### config.mk
export PLATFORM = sky130hd
export DESIGN_NAME = cht_fifo
export DESIGN_NICKNAME = d
export VERILOG_FILES = /design/src/rtl/core/cht_pkg.sv /design/src/rtl/core/cht_fifo.sv
export SDC_FILE = /design/constraint.sdc
export NUM_CORES = 1
export LEC_CHECK = 0
export BUFFER_PORTS_ARGS = -buffer_cell sky130_fd_sc_hd__buf_2
export CAP_MARGIN = 5
export CELL_PAD_IN_SITES_DETAIL_PLACEMENT = 1
export CELL_PAD_IN_SITES_GLOBAL_PLACEMENT = 1
export CORE_UTILIZATION = 45
export CTS_CLUSTER_DIAMETER = 50
export CTS_CLUSTER_SIZE = 16
export DETAILED_ROUTE_END_ITERATION = 6
export MAX_ROUTING_LAYER = met4
export PLACE_DENSITY = 0.91
export REMOVE_ABC_BUFFERS = 1
export SLEW_MARGIN = 20
export SYNTH_ARGS = -nofsm -noshare
export SYNTH_HDL_FRONTEND = slang
export SYNTH_SLANG_ARGS = --single-unit
### constraint.sdc
create_clock -name clk -period 9 [get_ports clk]
set_input_delay 1.8 -clock clk [delete_from_list [all_inputs] [get_ports clk]]
set_output_delay 1.8 -clock clk [all_outputs]
set_load 0.03 [all_outputs]
### src/rtl/core/cht_pkg.sv
// Shared types, constants and the key mixing round for the coalesced hash table.
// No dependencies; every other file in this folder except cht_ram imports it.
package cht_pkg;

  localparam int SLOTS  = 64;
  localparam int AW     = $clog2(SLOTS);
  localparam int LW     = AW + 1;
  localparam int CNT_W  = AW + 1;
  localparam int FILL_W = 7;
  localparam int NUM_W  = 7;
  localparam int RND_W  = 3;
  localparam int CMP_W  = ((FILL_W > CNT_W) ? FILL_W : CNT_W) + 1;

  localparam logic [RND_W-1:0] ROUND_LAST = RND_W'(5);
  localparam logic [LW-1:0]    NO_LINK    = {LW{1'b1}};
  localparam logic [FILL_W-1:0] FILL_RESET = FILL_W'(48);

  localparam logic [1:0] FN_GET = 2'd0;
  localparam logic [1:0] FN_SET = 2'd1;
  localparam logic [1:0] FN_DEL = 2'd2;

  localparam logic [1:0] ST_HIT  = 2'd0;
  localparam logic [1:0] ST_MISS = 2'd1;
  localparam logic [1:0] ST_INS  = 2'd2;
  localparam logic [1:0] ST_FULL = 2'd3;

  typedef struct packed {
    logic [1:0]    func;
    logic [31:0]   key;
    logic [31:0]   value;
    logic [AW-1:0] home;
  } cht_req_t;

  typedef struct packed {
    logic             idle;
    logic [CNT_W-1:0] count;
  } cht_stat_t;

  function automatic logic [31:0] cht_round(input logic [31:0] a, input logic [RND_W-1:0] idx);
    logic [31:0] r;
    unique case (idx)
      RND_W'(0): r = (a + 32'h7ed55d16) + (a << 12);
      RND_W'(1): r = (a ^ 32'hc761c23c) ^ (a >> 19);
      RND_W'(2): r = (a + 32'h165667b1) + (a << 5);
      RND_W'(3): r = (a + 32'hd3a2646c) ^ (a << 9);
      RND_W'(4): r = (a + 32'hfd7046c5) + (a << 3);
      RND_W'(5): r = (a ^ 32'hb55a4f09) ^ (a >> 16);
      default:   r = a;
    endcase
    return r;
  endfunction

endpackage

### src/rtl/core/cht_fifo.sv
// Two-entry queue of classified requests between front and back end.
// Depends on cht_pkg.
module cht_fifo (
  input  logic              clk,
  input  logic              rst_n,
  input  logic              push,
  input  cht_pkg::cht_req_t push_req,
  output logic              full,
  input  logic              pop,
  output logic              not_empty,
  output cht_pkg::cht_req_t head
);
  import cht_pkg::*;

  cht_req_t   mem_r [2];
  logic       wp_r, rp_r;
  logic [1:0] cnt_r;

  assign full      = (cnt_r == 2'd2);
  assign not_empty = (cnt_r != 2'd0);
  assign head      = mem_r[rp_r];

  always_ff @(posedge clk) begin
    if (!rst_n) begin
      wp_r  <= 1'b0;
      rp_r  <= 1'b0;
      cnt_r <= 2'd0;
    end else begin
      if (push) wp_r <= ~wp_r;
      if (pop)  rp_r <= ~rp_r;
      cnt_r <= cnt_r + 2'(push) - 2'(pop);
    end
    if (push) begin
      mem_r[wp_r] <= push_req;
    end
  end
endmodule

==> impl_metrics.yaml <==
placed_design:
  numPortBuffers: 149
  gp_congestion: 0.665
  hpwl_um: 7120
setup_path:
  slowest_stage: "dfxtp_4"
  reg2reg_slack_ns: 6.88
  crit_type: "reg -> out"
  r2r_end: "mem_r[0][24]"
  cp-start-kind: "register"
  critPathBufInv: 2
  r2r_cells: 2
  cpPeakStageDelay_ns: 0.78
  path_cells: "buf_4, mux2_4, buf_2"
  crit_family: "buffers and inverters"
  crit_arrival_ns: 2.44
  rr_startpoint: "wp_r"
  endpoint_kind: "output port"
  cp.required_ns: 7.20
  worst-path-max-fanout: 38
die:
  die_x_um: 115
  io_pins: 150
  fp.dieArea_mm2: 0.0133
  die_h_um: 115
  start_util_pct: 46.0
  rows: 41
  core_mm2: 0.0126
hold_path:
  hold_path_depth: 2
  worstHoldStart: "rp_r"
  min_path_type: "reg -> reg"
  whs_endpoint: "rp_r"
route:
  vias: 2778
  postRouteAntennaNets: 0
  met1Wirelength_um: 4220
  met2_length_um: 5430
  highest_layer: "met4"
  wirelength_um: 10400
  drtIter0Drc: 146
  wl_per_cell_um: 17.6
  drtPass1Iterations: 4
  drcViolationCount: 0
  routed_via_density: 4.69
  wl_met3_um: 522
clock_tree:
  cts_setup_buffers: 0
  clkSinkCount: 149
  cts_hold_buffers: 0
  insertion_delay_ns: 0.42
  postCtsResizedCells: 0
  root_buffer: "clkbuf_16"
  numCtsBuffers: 17
  cts-htree-levels: 4
  cts_tree: "built"
  clkTransAtPathRegs_ns: 0.06
  clockBufferDepth: 2
cells_and_area:
  mostFrequentLayoutCells: "149 x buf_2, 144 x edfxtp_1, 70 x mux2_4, 17 x clkbuf_16, 7 x bufinv_16"
  diodes: 0
  area_growth_pct: 26.1
  regArea_mm2: 0.00443
  fin_nets: 485
  mostFrequentLayoutCell: "buf_2"
  multiInputGateArea_mm2: 0.00120
  fillerInstances: 1139
  drive_gt1_share_pct: 60.2
global_route:
  antenna_found_initial: 0
  grt_pass1_wl_um: 15300
  grt_remaining_overflow: 0
  grt_start_max_net_pins: 73
  grt_pass1_vias: 3011
  grt_usage_pct: 17.0
synthesis:
  syn_area_per_cell_um2: 23.6
  yosysUniqueCellTypes: 14
  seq_area_frac_synth_pct: 76.6
  yosysWarnings: 0
  syn_inst: 245
  syn_area_mm2: 0.00578
  synth_seq_cells: 149
outcome:
  status: "complete, no violations"
timing:
  hold_violations: 0
  min_period_ns: 4.24
  finalCritPeriodShare_pct: 47.1
  timing.fmax_mhz: 236
  rsz0062_at_grt: "no"
  setup_viol: 0
  slew_headroom_pct: 32.7
  tightest_slew_ns: 1.01
  setup_tns_ns: 0
  skew_ns: 0.00658
  slew_violations: 0
power_and_ir_drop:
  ir_drop_v: 0.000128
  p_per_area_mw_per_mm2: 254
  p_leak_uw: 0.00292
  fin_total_pwr_uw: 1850
flow_run:
  maxCapViolations: 0
-- metrics by stage --
step	cells	hold slack, ns	worst slack [ns]	instance area [um2]	util (%)
finish	592	0.593	4.76	7280	57.9
global route	592	0.632	4.63	7280	57.9
CTS	592	0.592	4.68	7280	57.9
detailed placement	560	0.582	5.15	6620	52.6
global placement	560	0.559	5.21	6620	52.6
floorplan	237	0.555	3.50	5630	-
-- synth_stat cells --
| master | number | share of area [%] |
|---|---|---|
| edfxtp_1 | 144 | 75 |
| mux2_4 | 70 | 18 |
| buf_12 | 7 | 2.4 |
| dfxtp_1 | 5 | 1.7 |
| and2_1 | 4 | 0.43 |
| nor2b_1 | 4 | 0.43 |
| ha_1 | 2 | 0.43 |
| inv_1 | 2 | 0.13 |
| mux2_2 | 2 | 0.39 |
| buf_6 | 1 | 0.19 |
| o21a_1 | 1 | 0.13 |
| or2_2 | 1 | 0.11 |
| xnor3_1 | 1 | 0.39 |
| xor2_1 | 1 | 0.15 |
-- how the worst max path moves through the flow --
stage                        start  depth (start not counted)  slack, ns           to
after CTS                 register                          3       4.68     head[24]
after global routing      register                          3       4.63     head[24]
final                     register                          3       4.76     head[24]
after global placement    register                          3       5.21     head[38]
after floorplan               push                          1       3.50  mem_r[0][0]
after detailed placement  register                          3       5.15     head[24]
-- report_power, final --
| part | leakage, uW | internal [uW] | switching [uW] |
|---|---|---|---|
| Sequential | 0.00139 | 803 | 19.7 |
| Combinational | 0.00120 | 97.6 | 134 |
| Clock | 0.000324 | 543 | 253 |
-- worst register-to-register path: cells and delay by family, from the launching register on --
kind                   cells  cell delay, ns
buffers and inverters      1            0.64
DFF                        1            0.34
and+or+nand+nor            1            0.74
-- sequential cells by signal (all words and copies together) (netlist names), named ones only --
name	cells
mem_r	144
wp_r	1
cnt_r	2
rp_r	1
-- layer usage --
metal | global-route usage (%) | up-vias
met5 | - | -
met4 | 9.44 | 0
met3 | 5.27 | 22
met2 | 27.9 | 105
met1 | 18.4 | 1365
li1 | - | 1286
-- cell type report --
| class | count | area share (%) |
|---|---|---|
| Clock buffer | 20 | 6.00 |
| Clock inverter | 12 | 3.18 |
| Inverter | 2 | 0.103 |
| Multi-Input combinational cell | 86 | 16.5 |
| Sequential cell | 149 | 60.8 |
| Tap cell | 172 | 2.95 |
| Timing Repair Buffer | 151 | 10.4 |
-- logic make-up after synthesis --
| logic type | share of synthesized area (%) |
|---|---|
| simple gates | 0.975 |
| mux | 18.6 |
| xor+xnor | 0.541 |
| compound gates | 0.130 |
| fa+ha+maj | 0.433 |
| flops | 76.6 |
| buf+inv | 2.75 |
(Power assumes the default switching activity.)
