File: src/rtl/core/cht_pkg.sv
// Shared types, constants and the key mixing round for the coalesced hash table.
// No dependencies; every other file in this folder except cht_ram imports it.
package cht_pkg;

  localparam int SLOTS  = 64;
  localparam int AW     = $clog2(SLOTS);
  localparam int LW     = AW + 1;
  localparam int CNT_W  = AW + 1;
  localparam int FILL_W = 7;
  localparam int NUM_W  = 7;
  localparam int RND_W  = 3;
  localparam int CMP_W  = ((FILL_W > CNT_W) ? FILL_W : CNT_W) + 1;

  localparam logic [RND_W-1:0] ROUND_LAST = RND_W'(5);
  localparam logic [LW-1:0]    NO_LINK    = {LW{1'b1}};
  localparam logic [FILL_W-1:0] FILL_RESET = FILL_W'(48);

  localparam logic [1:0] FN_GET = 2'd0;
  localparam logic [1:0] FN_SET = 2'd1;
  localparam logic [1:0] FN_DEL = 2'd2;

  localparam logic [1:0] ST_HIT  = 2'd0;
  localparam logic [1:0] ST_MISS = 2'd1;
  localparam logic [1:0] ST_INS  = 2'd2;
  localparam logic [1:0] ST_FULL = 2'd3;

  typedef struct packed {
    logic [1:0]    func;
    logic [31:0]   key;
    logic [31:0]   value;
    logic [AW-1:0] home;
  } cht_req_t;

  typedef struct packed {
    logic             idle;
    logic [CNT_W-1:0] count;
  } cht_stat_t;

  function automatic logic [31:0] cht_round(input logic [31:0] a, input logic [RND_W-1:0] idx);
    logic [31:0] r;
    unique case (idx)
      RND_W'(0): r = (a + 32'h7ed55d16) + (a << 12);
      RND_W'(1): r = (a ^ 32'hc761c23c) ^ (a >> 19);
      RND_W'(2): r = (a + 32'h165667b1) + (a << 5);
      RND_W'(3): r = (a + 32'hd3a2646c) ^ (a << 9);
      RND_W'(4): r = (a + 32'hfd7046c5) + (a << 3);
      RND_W'(5): r = (a ^ 32'hb55a4f09) ^ (a >> 16);
      default:   r = a;
    endcase
    return r;
  endfunction

endpackage

File: src/rtl/core/cht_front.sv
// Front end: takes one request, mixes its key one round a cycle, hands it on.
// Depends on cht_pkg.
module cht_front (
  input  logic              clk,
  input  logic              rst_n,
  input  logic              in_valid,
  output logic              in_stall,
  input  logic [1:0]        in_func,
  input  logic [31:0]       in_key,
  input  logic [31:0]       in_value,
  output logic              push,
  output cht_pkg::cht_req_t push_req,
  input  logic              q_full
);
  import cht_pkg::*;

  logic             busy_r, busy_nxt;
  logic [RND_W-1:0] rnd_r, rnd_nxt;
  logic [31:0]      a_r, a_nxt;
  logic [1:0]       func_r;
  logic [31:0]      key_r, val_r;
  logic             mixed;

  assign in_stall = busy_r;
  assign mixed    = (rnd_r > ROUND_LAST);
  assign push     = busy_r && mixed && !q_full;
  assign push_req = '{func: func_r, key: key_r, value: val_r, home: a_r[AW-1:0]};

  always_comb begin
    busy_nxt = busy_r;
    rnd_nxt  = rnd_r;
    a_nxt    = a_r;
    if (!busy_r) begin
      if (in_valid) begin
        busy_nxt = 1'b1;
        rnd_nxt  = '0;
        a_nxt    = in_key;
      end
    end else if (!mixed) begin
      a_nxt   = cht_round(a_r, rnd_r);
      rnd_nxt = rnd_r + RND_W'(1);
    end else if (push) begin
      busy_nxt = 1'b0;
    end
  end

  always_ff @(posedge clk) begin
    if (!rst_n) begin
      busy_r <= 1'b0;
      rnd_r  <= '0;
    end else begin
      busy_r <= busy_nxt;
      rnd_r  <= rnd_nxt;
    end
    a_r <= a_nxt;
    if (!busy_r && in_valid) begin
      func_r <= in_func;
      key_r  <= in_key;
      val_r  <= in_value;
    end
  end
endmodule

File: config.mk
export PLATFORM = sky130hd
export DESIGN_NAME = cht_front
export DESIGN_NICKNAME = d
export VERILOG_FILES = /design/src/rtl/core/cht_pkg.sv /design/src/rtl/core/cht_front.sv
export SDC_FILE = /design/constraint.sdc
export NUM_CORES = 1
export LEC_CHECK = 0
export BUFFER_PORTS_ARGS = -buffer_cell sky130_fd_sc_hd__buf_2
export CAP_MARGIN = 15
export CORE_MARGIN = 1.5
export CORE_UTILIZATION = 45
export DETAILED_ROUTE_END_ITERATION = 6
export GPL_TIMING_DRIVEN = 0
export PLACE_DENSITY_LB_ADDON = 0.12
export SYNTH_ARGS = -nofsm -noshare
export SYNTH_HDL_FRONTEND = slang
export SYNTH_SLANG_ARGS = --single-unit
export TNS_END_PERCENT = 10
File: constraint.sdc
create_clock -name clk -period 13.96 [get_ports clk]
set_input_delay 2.792 -clock clk [delete_from_list [all_inputs] [get_ports clk]]
set_output_delay 2.792 -clock clk [all_outputs]
set_load 0.01 [all_outputs]
==> flow_summary_export.csv <==
group,metric,value,unit
status,outcome,"finished with violations",
status,violations,"DRC",
worst_setup_path,end_kind,"primary output",
cts,postCtsSetupBuffers,0,
route,met2_length,19000,µm
sta,clock.fmax,169,MHz
synthesis,netlist.area_leader.share,25.6,%
sta,fin_crit,5.93,ns
cts,clk_latency,0.38,ns
synthesis,synth_area,11500,µm²
cells_and_area,syn_to_final_growth,12.7,%
worst_setup_path,path_max_fanout,2,
placed_design,post-dp-hpwl,33600,µm
synthesis,synth_ff_type,"edfxtp_1",
sta,fin_crit_sh,42.5,%
cts,cts_resized,0,
synthesis,avgSynthCellArea,8.72,µm²
cts,ctsHoldBuffers,0,
floorplanning,pin_count,144,
route,viasPerCell,6.16,
synthesis,seq_area_frac_synth,26.3,%
route,wl_met3,3710,µm
sta,rsz0062_at_grt,"false",
synthesis,ys_ff_latch,102,
cells_and_area,final_util,51.6,%
worst_setup_path,required,11.17,ns
route,drtAntennaViolNets,0,
floorplanning,rows,58,
sta,slew-limit-headroom,17.7,%
cells_and_area,antenna_cells,0,
floorplanning,start_util,45.8,%
cts,cts_buffers,9,
route,drc,1,
cts,htreeDepth,3,
synthesis,synth_edf_count,98,
cts,clk_path_buf_depth,2,
worst_setup_path,crit_chain,"buf_2 -> nor2_1 -> buf_2",
grt,grt_use_total,32.5,%
placed_design,post-place-ws,8.02,ns
synthesis,synth-warning-count,0,
worst_setup_path,cp_slowest_cell,"buf_2",
pwr,p_per_area,169,nW/µm²
grt,grt_pass1_wl,63400,µm
route,drt_iter0_drc,1015,
sta,worst_slew_pin_slew,1.23,ns
cells_and_area,fillCellCount,2504,
cells_and_area,final_nets,1716,
placed_design,gp_congestion,1.02,
hold_path,holdPathEnd,"rnd_r[0]",
placed_design,port-buffer-count,143,
grt,antenna_found_initial,1,
route,highest_layer,"met4",
synthesis,synth_area_leaders,"edfxtp_1 (26%), ha_1 (18%), xnor2_1 (7.3%)",
hold_path,min_from,"rnd_r[0]",
grt,overflow,0,
synthesis,syn_inst,1319,
sta,setup_violations,0,
worst_setup_path,ff2ff_setup_slack,9.46,ns
cells_and_area,layout-drive-gt1-share,14.9,%
hold_path,hp-class,"flop to flop",
pwr,p_leak,5.66,nW
floorplanning,core,25100,µm²
grt,first_global_vias,10300,
route,wl_met1,17700,µm
synthesis,synth_area_leader_cell,"edfxtp_1",
worst_setup_path,crit_type,"primary input to primary output",
floorplanning,dieWidth,163,µm
cells_and_area,final-seq-area,3020,µm²
route,detail_route.wl_per_cell,23.8,µm
worst_setup_path,cpLargestDelayFamily,"buffers and inverters",
synthesis,async_flop_share,0,%
grt,grt_max_degree,35,
worst_setup_path,r2r-start,"a_r[3]",
sta,finalWorstSetupSlack,8.03,ns
placed_design,dp.cells,1795,
synthesis,synthesis.nets,1559,
flow_run,maxCapViolations,0,
synthesis,yosysUniqueCellTypes,88,
route,num_vias,11200,
floorplanning,design.die.area,26500,µm²
cts,clk_pin_slew_worst_paths,0.07,ns
sta,skew,0.0156,ns
sta,setup_tns,0,ns
cts,root_buffer,"clkbuf_16",
worst_setup_path,start_kind,"primary input",
sta,hold_violations,0,
floorplanning,die_height,163,µm
cells_and_area,multi_input_comb_area,7670,µm²
worst_setup_path,cp_data_arrival_time,3.14,ns
route,routed_wl,43200,µm
cts,cts.sinks,102,
worst_setup_path,cpMostUsedCell,"buf_2",
hold_path,holdPathStages,2,
worst_setup_path,slowest_delay,0.14,ns
worst_setup_path,regToRegEndpoint,"a_r[23]",
pwr,peakVddDrop,0.0000890,V
worst_setup_path,cp_num_buf_inv,2,
sta,maxSlewViolCount,0,
cells_and_area,final_cell_count_no_fill,1811,
cts,cts_tree,"built",
route,drtPass1Iterations,7,
worst_setup_path,worstRegToRegCells,13,
pwr,power,2.19,mW
==> layout make-up <==
cell class              count  share of cell area (%)
plain buffers              69                    2.43
clock buffers               9                    1.74
clock inverters             7                   0.434
inverters                 134                    3.88
multi-input cells        1014                    59.1
flip-flops and latches    102                    23.3
well taps                 330                    3.18
repair buffers            146                    5.89
==> worst register-to-register path: stages, from the launching register on <==
cell and delay, ns:
edfxtp_1 0.61, buf_2 0.30, inv_1 0.18, ha_1 0.32, inv_1 0.04, ha_1 0.40, o2111ai_1 0.29, a21oi_1 0.42
nor2_1 0.17, o41ai_1 0.53, a221oi_1 0.20, xnor2_1 0.22, a221oi_1 0.44, a21oi_1 0.12
==> kinds of logic (layout without fill, tap and decap cells) <==
group / Yosys count / in the layout / share of synthesized area [%]
flip-flops: 102 / 102 / 26.3
AO/OA/AOI/OAI: 396 / 396 / 23.8
adder cells (fa/ha/maj): 170 / 170 / 18.6
AND/OR/NAND/NOR: 305 / 305 / 13.2
buffers and inverters: 203 / 365 / 7.11
XOR/XNOR: 128 / 128 / 9.75
multiplexers: 15 / 15 / 1.33
==> how the worst max path moves through the flow <==
stage,startpoint,to,slack (ns),depth (start not counted)
final,q_full,push,8.03,3
after detailed placement,q_full,push,8.02,3
after CTS,q_full,push,8.02,3
after floorplan,in_valid,a_r[10],6.87,3
after global placement,in_valid,a_r[19],4.11,4
after global routing,q_full,push,8.01,3
==> report_power, final <==
| group | internal, mW | switching (mW) |
|---|---|---|
| logic | 0.584 | 0.915 |
| clock network | 0.124 | 0.141 |
| registers | 0.375 | 0.0462 |
| total | 1.08 | 1.10 |
==> sequential cells by signal, summed over array words and instances (netlist names) <==
signal    flops
func_r        2
val_r        32
in_stall      1
key_r        32
a_r          32
rnd_r         3
==> cells in the final DEF, fill, tap and decap left out, drive strengths merged, types with 6 or more instances in the layout <==
cell    count
a21o       41
buf       171
nand4      17
nor3       23
and2        8
o211ai     10
and3       15
o21ai      78
or3        10
clkbuf     53
inv       134
edfxtp     98
a21oi      99
o22ai       8
xnor2      96
nand2      75
a221o       6
nand3      19
o311ai      8
ha        169
nand2b      8
o21a       11
a221oi     23
o221ai     15
a31oi      24
or2        10
clkinv      6
nor2b      11
o21bai      8
o41ai       6
a211oi      8
mux2i      13
xor2       32
nor2       83
o31ai       6
==> Yosys cell counts, drive strengths merged, types with 13 or more instances <==
library cell	number
xnor2	96
a221oi	23
o221ai	15
ha	169
and3	15
nor2	83
a31oi	24
xor2	32
buf	25
nand2	75
clkbuf	44
inv	131
a21o	41
o21ai	78
edfxtp	98
mux2i	13
a21oi	99
nand4	17
nand3	19
nor3	23
==> routing by layer <==
layer  GRT usage (%)  up-vias
li1                -     5177
met1            41.7     5225
met2            51.3      608
met3            5.50      145
met4            19.4        0
met5               0        -
==> metrics by stage <==
step | hold slack [ns] | instance area [µm²]
floorplan | 0.548 | 11500
global placement | 0.577 | 12600
detailed placement | 0.579 | 12700
CTS | 0.588 | 13000
global route | 0.626 | 13000
finish | 0.590 | 13000
(Power assumes the default switching activity.)
